## src/rtl/core/jjy_pkg.sv

```systemverilog
`timescale 1ns / 1ps
`default_nettype none
// Shared types, constants and digit helpers for the JJY time-code encoder.
// No dependencies; every other file of the block uses this package.
package jjy_pkg;

	localparam int FRAME_W     = 60;
	localparam int PULSE_W     = 10;
	localparam int SEC_W       = 6;
	localparam int LAST_SECOND = 59;

	typedef logic [FRAME_W-1:0] frame_t;
	typedef logic [PULSE_W-1:0] pulse_t;
	typedef logic [SEC_W-1:0]   sec_t;

	localparam logic REQ_LOAD  = 1'b0;
	localparam logic REQ_QUERY = 1'b1;

	localparam pulse_t PULSE_NONE   = 10'd0;
	localparam pulse_t PULSE_MARKER = 10'd200;
	localparam pulse_t PULSE_ONE    = 10'd500;
	localparam pulse_t PULSE_ZERO   = 10'd800;

	// Quotient and remainder of a value below 1024 split by ten.
	typedef struct packed {
		logic [6:0] quo;
		logic [3:0] rem;
	} dec_split_t;

	// Reciprocal multiply: (v * 205) >> 11 is exact for every v below 1029.
	function automatic dec_split_t split10(input logic [9:0] v);
		logic [17:0] prod;
		logic [9:0]  back;
		dec_split_t  res;
		prod     = 18'(v) * 18'd205;
		res.quo  = prod[17:11];
		back     = 10'(res.quo) * 10'd10;
		res.rem  = 4'(v - back);
		return res;
	endfunction

	// Load fields handed from the input stage to the frame builder.
	typedef struct packed {
		logic [5:0] minute;
		logic [4:0] hour;
		logic [8:0] day_of_year;
		logic [6:0] year_two_digit;
		logic [2:0] weekday;
	} load_fields_t;

endpackage
`default_nettype wire

```

## src/rtl/core/jjy_channels.sv

```systemverilog
`timescale 1ns / 1ps
`default_nettype none
// Valid/ready channel interfaces for the JJY encoder: input items and results.
// Depends on jjy_pkg for the result width.
interface jjy_item_if;
	logic       valid;
	logic       ready;
	logic       req_type;
	logic [5:0] minute;
	logic [4:0] hour;
	logic [8:0] day_of_year;
	logic [6:0] year_two_digit;
	logic [2:0] weekday;
	logic [5:0] second;

	modport source (output valid, req_type, minute, hour, day_of_year,
		year_two_digit, weekday, second, input ready);
	modport sink (input valid, req_type, minute, hour, day_of_year,
		year_two_digit, weekday, second, output ready);
endinterface

interface jjy_result_if;
	logic                 valid;
	logic                 ready;
	jjy_pkg::pulse_t      pulse_ms;

	modport source (output valid, pulse_ms, input ready);
	modport sink (input valid, pulse_ms, output ready);
endinterface
`default_nettype wire

```

## src/rtl/core/jjy_frame_builder.sv

```systemverilog
`timescale 1ns / 1ps
`default_nettype none
// Combinational assembly of one 60-bit JJY frame from the load fields.
// Depends on jjy_pkg (split10, frame_t, load_fields_t).
module jjy_frame_builder (
	input  jjy_pkg::load_fields_t fields,
	output jjy_pkg::frame_t       frame
);
	import jjy_pkg::*;

	dec_split_t min_d, hour_d, day_lo, day_hi, year_d;
	logic [9:0] day_plus1;
	logic [6:0] year_mod;

	always_comb begin
		day_plus1 = 10'(fields.day_of_year) + 10'd1;
		year_mod  = (fields.year_two_digit >= 7'd100) ?
			fields.year_two_digit - 7'd100 : fields.year_two_digit;
		min_d     = split10(10'(fields.minute));
		hour_d    = split10(10'(fields.hour));
		day_lo    = split10(day_plus1);
		day_hi    = split10(10'(day_lo.quo));
		year_d    = split10(10'(year_mod));
	end

	always_comb begin
		frame          = '0;
		// minute, padded BCD
		frame[54:51]   = min_d.rem;
		frame[58:56]   = min_d.quo[2:0];
		// hour, padded BCD
		frame[44:41]   = hour_d.rem;
		frame[47:46]   = hour_d.quo[1:0];
		// day of year plus one, padded BCD in three digits
		frame[29:26]   = day_lo.rem;
		frame[34:31]   = day_hi.rem;
		frame[38:36]   = day_hi.quo[2:0];
		// year, plain BCD
		frame[14:11]   = year_d.rem;
		frame[18:15]   = year_d.quo[3:0];
		// weekday
		frame[9:7]     = fields.weekday;
		// even parity over hour and minute slots
		frame[23]      = ^frame[47:41];
		frame[22]      = ^frame[58:51];
	end

endmodule
`default_nettype wire

```

## src/rtl/core/jjy_pulse_select.sv

```systemverilog
`timescale 1ns / 1ps
`default_nettype none
// Maps a second of the stored frame to its carrier high time.
// Depends on jjy_pkg (pulse constants, split10).
module jjy_pulse_select (
	input  jjy_pkg::frame_t frame,
	input  logic            frame_valid,
	input  jjy_pkg::sec_t   second,
	output jjy_pkg::pulse_t pulse_ms
);
	import jjy_pkg::*;

	dec_split_t sec_d;
	logic [5:0] bit_pos;
	logic       is_marker;

	always_comb begin
		sec_d     = split10(10'(second));
		bit_pos   = 6'(LAST_SECOND) - second;
		is_marker = (second == '0) || (sec_d.rem == 4'd9) ||
			(second > 6'(LAST_SECOND));
		if (!frame_valid) begin
			pulse_ms = PULSE_NONE;
		end else if (is_marker) begin
			pulse_ms = PULSE_MARKER;
		end else if (frame[bit_pos]) begin
			pulse_ms = PULSE_ONE;
		end else begin
			pulse_ms = PULSE_ZERO;
		end
	end

endmodule
`default_nettype wire

```

## src/rtl/core/jjy_time_code_encoder.sv

```systemverilog
`timescale 1ns / 1ps
`default_nettype none
// JJY time-code encoder. Send a load transfer (req_type 0) with minute, hour,
// zero-based day of year, two-digit year and weekday to build a new 60-bit frame;
// it returns nothing. Send a query transfer (req_type 1) with a second to get one
// result: pulse_ms is 0 before any load, 200 for a marker (second 0, seconds ending
// in 9, seconds above 59), otherwise 500 for a one bit and 800 for a zero bit.
// The block takes one transfer per clock while the input is not held: each item
// passes through the input register, the frame or pulse logic runs between that
// register and the frame or result register, and a result is offered from the
// result register. A finished result may wait in the result register while the
// next items are accepted; only a query that finds the result register full and
// not draining holds the input.
// Depends on jjy_pkg, jjy_channels, jjy_frame_builder and jjy_pulse_select.
module jjy_time_code_encoder (
	input  logic                clk,
	input  logic                arst_n,
	jjy_item_if.sink            item,
	jjy_result_if.source        result
);
	import jjy_pkg::*;

	// input stage
	logic         valid_s1;
	logic         req_s1;
	load_fields_t fields_s1;
	sec_t         second_s1;
	logic         advance_s1;

	// frame store
	frame_t frame_q;
	logic   frame_valid_q;
	frame_t frame_next;

	// result register
	logic   out_valid_q;
	pulse_t out_pulse_q;
	pulse_t pulse_next;

	// A query needs a free result slot; loads always leave the stage.
	assign advance_s1 = !valid_s1 || (req_s1 == REQ_LOAD) || !out_valid_q ||
		result.ready;
	assign item.ready = advance_s1;

	always_ff @(posedge clk or negedge arst_n) begin
		if (!arst_n) begin
			valid_s1 <= 1'b0;
		end else if (advance_s1) begin
			valid_s1 <= item.valid;
		end
	end

	// hold payload while stalled
	always_ff @(posedge clk) begin
		if (advance_s1 && item.valid) begin
			req_s1                    <= item.req_type;
			fields_s1.minute          <= item.minute;
			fields_s1.hour            <= item.hour;
			fields_s1.day_of_year     <= item.day_of_year;
			fields_s1.year_two_digit  <= item.year_two_digit;
			fields_s1.weekday         <= item.weekday;
			second_s1                 <= item.second;
		end
	end

	jjy_frame_builder u_builder (
		.fields (fields_s1),
		.frame  (frame_next)
	);

	jjy_pulse_select u_select (
		.frame       (frame_q),
		.frame_valid (frame_valid_q),
		.second      (second_s1),
		.pulse_ms    (pulse_next)
	);

	// Commit a load into the frame store.
	always_ff @(posedge clk or negedge arst_n) begin
		if (!arst_n) begin
			frame_valid_q <= 1'b0;
		end else if (valid_s1 && req_s1 == REQ_LOAD) begin
			frame_valid_q <= 1'b1;
		end
	end

	always_ff @(posedge clk) begin
		if (valid_s1 && req_s1 == REQ_LOAD) begin
			frame_q <= frame_next;
		end
	end

	// Result register: fill on a leaving query, drop on an output transfer.
	always_ff @(posedge clk or negedge arst_n) begin
		if (!arst_n) begin
			out_valid_q <= 1'b0;
		end else if (valid_s1 && req_s1 == REQ_QUERY && advance_s1) begin
			out_valid_q <= 1'b1;
		end else if (result.ready) begin
			out_valid_q <= 1'b0;
		end
	end

	always_ff @(posedge clk) begin
		if (valid_s1 && req_s1 == REQ_QUERY && advance_s1) begin
			out_pulse_q <= pulse_next;
		end
	end

	assign result.valid    = out_valid_q;
	assign result.pulse_ms = out_pulse_q;

endmodule
`default_nettype wire
```

## src/flat_wrapper.sv

```systemverilog
// flat-port wrapper written by rule: the top's interface ports become plain ports
module jjy_time_code_encoder_flat import jjy_pkg::*;
  (clk, arst_n, item_valid, item_req_type, item_minute, item_hour, item_day_of_year, item_year_two_digit, item_weekday, item_second, item_ready, result_valid, result_pulse_ms, result_ready);
  jjy_item_if item_i ();
  jjy_result_if result_i ();
  input  logic clk;
  input  logic arst_n;
  input wire logic [$bits(item_i.valid)-1:0] item_valid;
  input wire logic [$bits(item_i.req_type)-1:0] item_req_type;
  input wire logic [$bits(item_i.minute)-1:0] item_minute;
  input wire logic [$bits(item_i.hour)-1:0] item_hour;
  input wire logic [$bits(item_i.day_of_year)-1:0] item_day_of_year;
  input wire logic [$bits(item_i.year_two_digit)-1:0] item_year_two_digit;
  input wire logic [$bits(item_i.weekday)-1:0] item_weekday;
  input wire logic [$bits(item_i.second)-1:0] item_second;
  output wire logic [$bits(item_i.ready)-1:0] item_ready;
  output wire logic [$bits(result_i.valid)-1:0] result_valid;
  output wire logic [$bits(result_i.pulse_ms)-1:0] result_pulse_ms;
  input wire logic [$bits(result_i.ready)-1:0] result_ready;
  assign item_i.valid = item_valid;
  assign item_i.req_type = item_req_type;
  assign item_i.minute = item_minute;
  assign item_i.hour = item_hour;
  assign item_i.day_of_year = item_day_of_year;
  assign item_i.year_two_digit = item_year_two_digit;
  assign item_i.weekday = item_weekday;
  assign item_i.second = item_second;
  assign item_ready = item_i.ready;
  assign result_valid = result_i.valid;
  assign result_pulse_ms = result_i.pulse_ms;
  assign result_i.ready = result_ready;
  jjy_time_code_encoder u_core (.clk(clk), .arst_n(arst_n), .item(item_i), .result(result_i));
endmodule
```

## config.mk

```make
export PLATFORM = sky130hd
export DESIGN_NAME = jjy_time_code_encoder_flat
export DESIGN_NICKNAME = d
export VERILOG_FILES = /design/src/rtl/core/jjy_pkg.sv /design/src/rtl/core/jjy_channels.sv /design/src/rtl/core/jjy_frame_builder.sv /design/src/rtl/core/jjy_pulse_select.sv /design/src/rtl/core/jjy_time_code_encoder.sv /design/src/flat_wrapper.sv
export SDC_FILE = /design/constraint.sdc
export NUM_CORES = 1
export LEC_CHECK = 0
export BUFFER_PORTS_ARGS = -buffer_cell sky130_fd_sc_hd__buf_2
export CORE_UTILIZATION = 43
export CTS_BUF_LIST = sky130_fd_sc_hd__clkbuf_8
export CTS_CLUSTER_DIAMETER = 40
export DETAILED_ROUTE_END_ITERATION = 7
export PLACE_DENSITY = 0.61
export SYNTH_ARGS = -nofsm -noshare
export SYNTH_HDL_FRONTEND = slang
export SYNTH_HIERARCHICAL = 1
export SYNTH_SLANG_ARGS = --single-unit
```

## constraint.sdc

```tcl
create_clock -name clk -period 9.05 [get_ports clk]
set_input_delay 0.905 -clock clk [delete_from_list [all_inputs] [get_ports clk]]
set_output_delay 0.905 -clock clk [all_outputs]
set_load 0.03 [all_outputs]
```

==> impl_metrics.sql, run 1 <==
INSERT INTO impl_metrics (metric_group, metric, value, unit) VALUES
('outcome', 'outcome', 'complete, no violations', ''),
('clocking', 'cts_inserted_buffers', '9', ''),
('drt', 'drc_errors', '0', ''),
('global_route', 'antenna_found_initial', '0', ''),
('floorplanning', 'fp.dieW', '153', 'µm'),
('placed_design', 'place_hpwl', '13000', 'µm'),
('global_route', 'grt_remaining_overflow', '0', ''),
('worst_setup_path', 'startpoint_type', 'flip-flop', ''),
('run', 'maxCapViolCount', '0', ''),
('clocking', 'cell_at_the_root_of_the_clock_tree', 'sky130_fd_sc_hd__clkbuf_8', ''),
('timing', 'min_period', '8.64', 'ns'),
('synth', 'async_reset_ff_frac', '0.0273', ''),
('synth', 'synth_warnings', '6', ''),
('clocking', 'cts-htree-levels', '3', ''),
('synth', 'postSynthRegisterBits', '110', ''),
('cells_and_area', 'final_cell_count_without_fillers', '1205', ''),
('drt', 'wl_per_cell', '13.7', 'µm'),
('worst_hold_path', 'hp-class', 'primary input to asynchronous set/reset pin', ''),
('timing', 'finalSetupViolations', '0', ''),
('drt', 'detail-route-antenna-nets', '0', ''),
('worst_setup_path', 'regToRegSetupSlack', '0.41', 'ns'),
('timing', 'fin_tns_setup', '0', 'ns'),
('floorplanning', 'pin_count', '53', ''),
('clocking', 'ctsLongestPathBuffers', '2', ''),
('cells_and_area', 'most_common_cell_after_layout_fill_and_taps_aside', 'sky130_fd_sc_hd__ha_1', ''),
('floorplanning', 'design.die.area', '23500', 'µm²'),
('timing', 'min_period_over_period', '0.954', ''),
('drt', 'num_vias', '5877', ''),
('worst_setup_path', 'most_repeated_library_cell_on_the_critical_path', 'sky130_fd_sc_hd__ha_1', ''),
('floorplanning', 'die_h', '153', 'µm'),
('timing', 'max-slew-margin-rel', '0.359', ''),
('floorplanning', 'fp.coreArea', '22100', 'µm²'),
('cells_and_area', 'nNetsFinal', '1199', ''),
('clocking', 'clock_tree_from_tritoncts', 'built', ''),
('worst_setup_path', 'critical_path.n_buffers_inverters', '8', ''),
('timing', 'fin_worst_hold_slack', '0.281', 'ns'),
('synth', 'synth-seq-area-share', '0.334', ''),
('placed_design', 'io_buffer_count', '52', ''),
('timing', 'fin_skew', '0.0168', 'ns'),
('synth', 'synth_top_cells_by_area', 'sky130_fd_sc_hd__edfxtp_1, sky130_fd_sc_hd__ha_1, sky130_fd_sc_hd__fa_1', ''),
('floorplanning', 'initial_utilization', '0.445', ''),
('synth', 'post-synth-top-area-fraction', '0.327', ''),
('worst_setup_path', 'critical_path.top_delay_family', 'adder cells', ''),
('worst_setup_path', 'crit_path_max_incr_delay', '0.55', 'ns'),
('worst_setup_path', 'critical_path.endpoint_type', 'flip-flop', ''),
('drt', 'route.final.wire_length', '16500', 'µm'),
('drt', 'drt_iter0_markers', '202', ''),
('synth', 'syn-instance-count', '844', ''),
('global_route', 'grt_start_max_net_pins', '62', ''),
('clocking', 'clock_pin_slew_worst_setup_and_hold_paths', '0.12', 'ns'),
('cells_and_area', 'leading_cell_types_in_the_layout_fill_and_taps_excluded', 'sky130_fd_sc_hd__ha_1, sky130_fd_sc_hd__inv_1, sky130_fd_sc_hd__edfxtp_1', ''),
('synth', 'avgSynthCellArea', '11.6', 'µm²'),
('clocking', 'clock_sinks', '110', ''),
('drt', 'detailed_routing_iteration_count_for_the_pre_antenna_repair_pass', '5', ''),
('worst_setup_path', 'setup.worst_path.class', 'flip-flop to flip-flop', ''),
('synth', 'synth_largest_area_cell', 'sky130_fd_sc_hd__edfxtp_1', ''),
('synth', 'number_of_enable_type_register_cells_in_the_synthesized_netlist', '107', ''),
('timing', 'slew_viol_final', '0', ''),
('clocking', 'cts-hold-fix-buffers', '0', ''),
('worst_setup_path', 'cp.arrival', '8.77', 'ns'),
('placed_design', 'finalWeightedCongestion', '0.804', ''),
('floorplanning', 'row_count', '54', ''),
('clocking', 'clock_insertion_delay_worst_skew', '0.39', 'ns'),
('timing', 'final-hold-violation-count', '0', ''),
('synth', 'synthesis.area', '9830', 'µm²'),
('worst_setup_path', 'cp_data_required_time', '9.18', 'ns'),
('worst_setup_path', 'slowest_stage', 'sky130_fd_sc_hd__edfxtp_1', ''),
('timing', 'fmax', '116', 'MHz'),
('drt', 'avgViaCountPerCell', '4.88', ''),
('global_route', 'grt_util_all_layers', '0.149', ''),
('placed_design', 'placed_cells_incl_taps', '1179', ''),
('synth', 'yosys.cell_types.count', '67', ''),
('global_route', 'wire_length_of_the_first_global_routing_pass', '27900', 'µm'),
('global_route', 'first_global_vias', '5884', ''),
('worst_setup_path', 'critPathMaxFanout', '5', ''),
('timing', 'worst-slew-pin-transition', '0.962', 'ns'),
('cells_and_area', 'n_antenna_cell', '0', ''),
('synth', 'synthFlopType', 'sky130_fd_sc_hd__edfxtp_1', ''),
('cells_and_area', 'post_route_cells_drive_above_1_share', '0.170', ''),
('cells_and_area', 'syn2layout_area_growth', '10.8', '%');
==> sequential cells by signal (all words and copies together) (netlist names) <==
name and count:
u_core/result.valid 1, u_core/second_s1 6, u_core/frame_q 60, u_core/fields_s1 30, u_core/frame_valid_q 1, u_core/valid_s1 1
u_core/req_s1 1, u_core/result.pulse_ms 10
==> per-layer routing <==
layer  track usage  wire [µm]
met4        0.0356        157
met3        0.0250        364
met5             0          0
met2         0.258       8190
met1         0.195       7750
==> layout make-up <==
cell class	instances	area, µm²
Inverter	160	601
Sequential cell	110	3290
Tap cell	280	350
Fill cell	1999	11200
Multi-Input combinational cell	556	5930
Timing Repair Buffer	83	509
Clock inverter	7	85.1
Clock buffer	9	124
==> repair_timing <==
item,in CTS,in global routing
pin swaps,0,22
setup endpoints to repair,1,4
cloned,0,0
buffers inserted,2,8
gates resized for setup,1,36
==> metrics by stage <==
| step | setup WS, ns | instance area [µm²] | utilization |
|---|---|---|---|
| after floorplan | 0.227 | 9920 | - |
| after global placement | 0.135 | 10400 | 0.470 |
| after detailed placement | -0.0655 | 10400 | 0.470 |
| after CTS | 0.0622 | 10600 | 0.481 |
| after global routing | -0.0682 | 10900 | 0.493 |
| final | 0.413 | 10900 | 0.493 |
==> kinds of logic after synthesis <==
| logic type | after synthesis | share of synthesized area |
|---|---|---|
| adder cells (fa/ha/maj) | 238 | 0.343 |
| buffers and inverters | 201 | 0.0919 |
| AND/OR/NAND/NOR | 123 | 0.0673 |
| flip-flops | 110 | 0.334 |
| AO/OA/AOI/OAI | 79 | 0.0592 |
| XOR/XNOR | 73 | 0.0700 |
| multiplexers | 18 | 0.0339 |
| other | 2 | 0.000764 |
==> cell usage after synthesis, drive strengths merged (8+ instances only) <==
| master | number |
|---|---|
| o21ai | 8 |
| nor3 | 10 |
| inv | 160 |
| nand4 | 9 |
| nand3 | 17 |
| a21o | 8 |
| ha | 186 |
| a21oi | 23 |
| nand2 | 15 |
| xor2 | 22 |
| buf | 41 |
| fa | 52 |
| mux4 | 11 |
| and2 | 10 |
| edfxtp | 107 |
| nor2 | 27 |
| xnor2 | 50 |
==> final timing paths <==
path,cells after the start,end,from
setup / recovery,40,u_core/frame_q[34],u_core/fields_s1[12]
hold / removal,1,u_core/result.valid,arst_n
setup reg to reg,40,u_core/frame_q[34],u_core/fields_s1[12]
hold reg to reg,0,u_core/frame_q[9],u_core/fields_s1[2]
max in group asynchronous,1,u_core/valid_s1,arst_n
min in group clk,0,u_core/frame_q[9],u_core/fields_s1[2]
Power of run 1 is not shown: default switching activity piles up to over one toggle a cycle in this logic, so the estimate is an artifact.
==> inputs of run 2 (changes only) <==
--- a/config.mk
+++ b/config.mk
@@ -6,11 +6,13 @@
 export NUM_CORES = 1
 export LEC_CHECK = 0
 export BUFFER_PORTS_ARGS = -buffer_cell sky130_fd_sc_hd__buf_2
+export CELL_PAD_IN_SITES_DETAIL_PLACEMENT = 1
+export CELL_PAD_IN_SITES_GLOBAL_PLACEMENT = 1
 export CORE_UTILIZATION = 43
 export CTS_BUF_LIST = sky130_fd_sc_hd__clkbuf_8
 export CTS_CLUSTER_DIAMETER = 40
 export DETAILED_ROUTE_END_ITERATION = 7
-export PLACE_DENSITY = 0.61
+export PLACE_DENSITY = 0.72
 export SYNTH_ARGS = -nofsm -noshare
 export SYNTH_HDL_FRONTEND = slang
 export SYNTH_HIERARCHICAL = 1
==> run 2 against run 1 <==
  * Cell count rose by 0.33%
  * Wire length up 15%
  * Worst hold slack gained 0.0033 ns
  * First-iteration DRC count fell by 17%
  * Core utilization rose by 0.22 points
  * Critical path depth increased by 4
  * Highest routed layer unchanged
==> impl_metrics.sql, run 2 (synthesis results as in run 1) <==
INSERT INTO impl_metrics (metric_group, metric, value, unit) VALUES
('clocking', 'clock_insertion_delay_worst_skew', '0.39', 'ns'),
('global_route', 'grt_util_all_layers', '0.165', ''),
('timing', 'fmax', '115', 'MHz'),
('worst_setup_path', 'most_repeated_library_cell_on_the_critical_path', 'sky130_fd_sc_hd__inv_1', ''),
('timing', 'min_period_over_period', '0.962', ''),
('global_route', 'antenna_found_initial', '0', ''),
('cells_and_area', 'n_fill_cell', '2356', ''),
('worst_setup_path', 'critical_path.endpoint_type', 'flip-flop', ''),
('placed_design', 'finalWeightedCongestion', '0.810', ''),
('worst_hold_path', 'hp-class', 'primary input to asynchronous set/reset pin', ''),
('clocking', 'clock_tree_from_tritoncts', 'built', ''),
('drt', 'route.final.wire_length', '18900', 'µm'),
('global_route', 'grt_start_max_net_pins', '62', ''),
('drt', 'drt_iter0_markers', '168', ''),
('cells_and_area', 'n_antenna_cell', '0', ''),
('worst_setup_path', 'critPathMaxFanout', '4', ''),
('clocking', 'ctsLongestPathBuffers', '2', ''),
('timing', 'fin_tns_setup', '0', 'ns'),
('cells_and_area', 'most_common_cell_after_layout_fill_and_taps_aside', 'sky130_fd_sc_hd__ha_1', ''),
('placed_design', 'place_area', '10400', 'µm²'),
('worst_setup_path', 'cp.arrival', '8.85', 'ns'),
('floorplanning', 'design.die.area', '23500', 'µm²'),
('floorplanning', 'initial_utilization', '0.445', ''),
('cells_and_area', 'nNetsFinal', '1203', ''),
('clocking', 'cts_inserted_buffers', '9', ''),
('outcome', 'outcome', 'complete, no violations', ''),
('timing', 'final-hold-violation-count', '0', ''),
('drt', 'detail-route-antenna-nets', '0', ''),
('timing', 'slew_viol_final', '0', ''),
('clocking', 'cell_at_the_root_of_the_clock_tree', 'sky130_fd_sc_hd__clkbuf_8', ''),
('clocking', 'clock_pin_slew_worst_setup_and_hold_paths', '0.12', 'ns'),
('global_route', 'first_global_vias', '6591', ''),
('timing', 'min_period', '8.70', 'ns'),
('cells_and_area', 'final_cell_count_without_fillers', '1209', ''),
('floorplanning', 'die_h', '153', 'µm'),
('global_route', 'grt_remaining_overflow', '0', ''),
('timing', 'max-slew-margin-rel', '0.337', ''),
('floorplanning', 'fp.coreArea', '22100', 'µm²'),
('drt', 'avgViaCountPerCell', '5.01', ''),
('worst_setup_path', 'startpoint_type', 'flip-flop', ''),
('global_route', 'wire_length_of_the_first_global_routing_pass', '30700', 'µm'),
('floorplanning', 'row_count', '54', ''),
('placed_design', 'place_hpwl', '14800', 'µm'),
('worst_setup_path', 'setup.worst_path.class', 'flip-flop to flip-flop', ''),
('cells_and_area', 'flip_flop_count_of_the_largest_register_after_layout', '60', ''),
('floorplanning', 'pin_count', '53', ''),
('drt', 'drc_errors', '0', ''),
('cells_and_area', 'leading_cell_types_in_the_layout_fill_and_taps_excluded', 'sky130_fd_sc_hd__ha_1, sky130_fd_sc_hd__inv_1, sky130_fd_sc_hd__edfxtp_1', ''),
('cells_and_area', 'final_cell_area', '10900', 'µm²'),
('placed_design', 'placed_cells_incl_taps', '1181', ''),
('placed_design', 'io_buffer_count', '52', ''),
('worst_setup_path', 'cp_data_required_time', '9.19', 'ns'),
('clocking', 'clock_sinks', '110', ''),
('timing', 'fin_skew', '0.0263', 'ns'),
('cells_and_area', 'post_route_cells_drive_above_1_share', '0.183', ''),
('timing', 'worst-slew-pin-transition', '0.995', 'ns'),
('drt', 'detailed_routing_iteration_count_for_the_pre_antenna_repair_pass', '4', ''),
('worst_setup_path', 'slowest_stage', 'sky130_fd_sc_hd__fa_1', ''),
('drt', 'num_vias', '6063', ''),
('clocking', 'cts-htree-levels', '3', ''),
('floorplanning', 'fp.dieW', '153', 'µm'),
('worst_setup_path', 'reg2reg_depth', '44', ''),
('cells_and_area', 'syn2layout_area_growth', '11.3', '%'),
('worst_setup_path', 'crit_path_max_incr_delay', '0.56', 'ns'),
('drt', 'wl_per_cell', '15.6', 'µm'),
('timing', 'fin_worst_hold_slack', '0.284', 'ns'),
('cells_and_area', 'max_flop_register', 'u_core/frame_q', ''),
('run', 'maxCapViolCount', '0', ''),
('timing', 'finalSetupViolations', '0', '');
## run 2: worst paths after layout
path / from / end / slack, ns
setup / recovery: u_core/fields_s1[15] / u_core/frame_q[34] / 0.35
hold / removal: arst_n / u_core/frame_valid_q / 0.28
setup reg to reg: u_core/fields_s1[15] / u_core/frame_q[34] / 0.35
hold reg to reg: u_core/fields_s1[0] / u_core/frame_q[7] / 0.43
max in group asynchronous: arst_n / u_core/valid_s1 / 8.66
min in group clk: u_core/fields_s1[0] / u_core/frame_q[7] / 0.43
## run 2: layout make-up
cell class | count | area [µm²] | share of cell area
Clock inverter | 7 | 56.3 | 0.00515
Tap cell | 280 | 350 | 0.0320
Clock buffer | 9 | 124 | 0.0113
Sequential cell | 110 | 3290 | 0.301
Timing Repair Buffer | 87 | 536 | 0.0490
Multi-Input combinational cell | 556 | 5980 | 0.547
Inverter | 160 | 601 | 0.0549
## run 2: metrics by stage
step	worst slack [ns]	util
after global placement	0.120	0.471
final	0.347	0.495
after CTS	0.0324	0.481
after floorplan	0.227	-
after detailed placement	-0.203	0.471
after global routing	-0.167	0.495
## run 2: repair_timing
item | 4_1_cts | 5_1_grt
hold endpoints to repair | 0 | 0
hold buffers | 0 | 0
resized for setup | 5 | 41
endpoints found under the setup margin | 1 | 4
setup buffers | 1 | 11
pin swaps | 2 | 26
## run 2: metal layers
metal  wire (µm)  GRT usage  vias to the layer above
met5           0          0                        -
met4         202     0.0317                        0
met3         386     0.0286                       17
met2       10000      0.313                       55
met1        8220      0.193                     2986
li1            -          -                     3005
## run 2: worst max-delay path: cells and delay by family (launching register included)
family          cells  cell delay [ns]
compound gates      8             1.43
fa+ha+maj          11             3.78
buf+inv            11             0.85
flops               1             0.41
xor+xnor            6             0.95
simple gates        8             1.00
Power of run 2 is left out for the same reason.
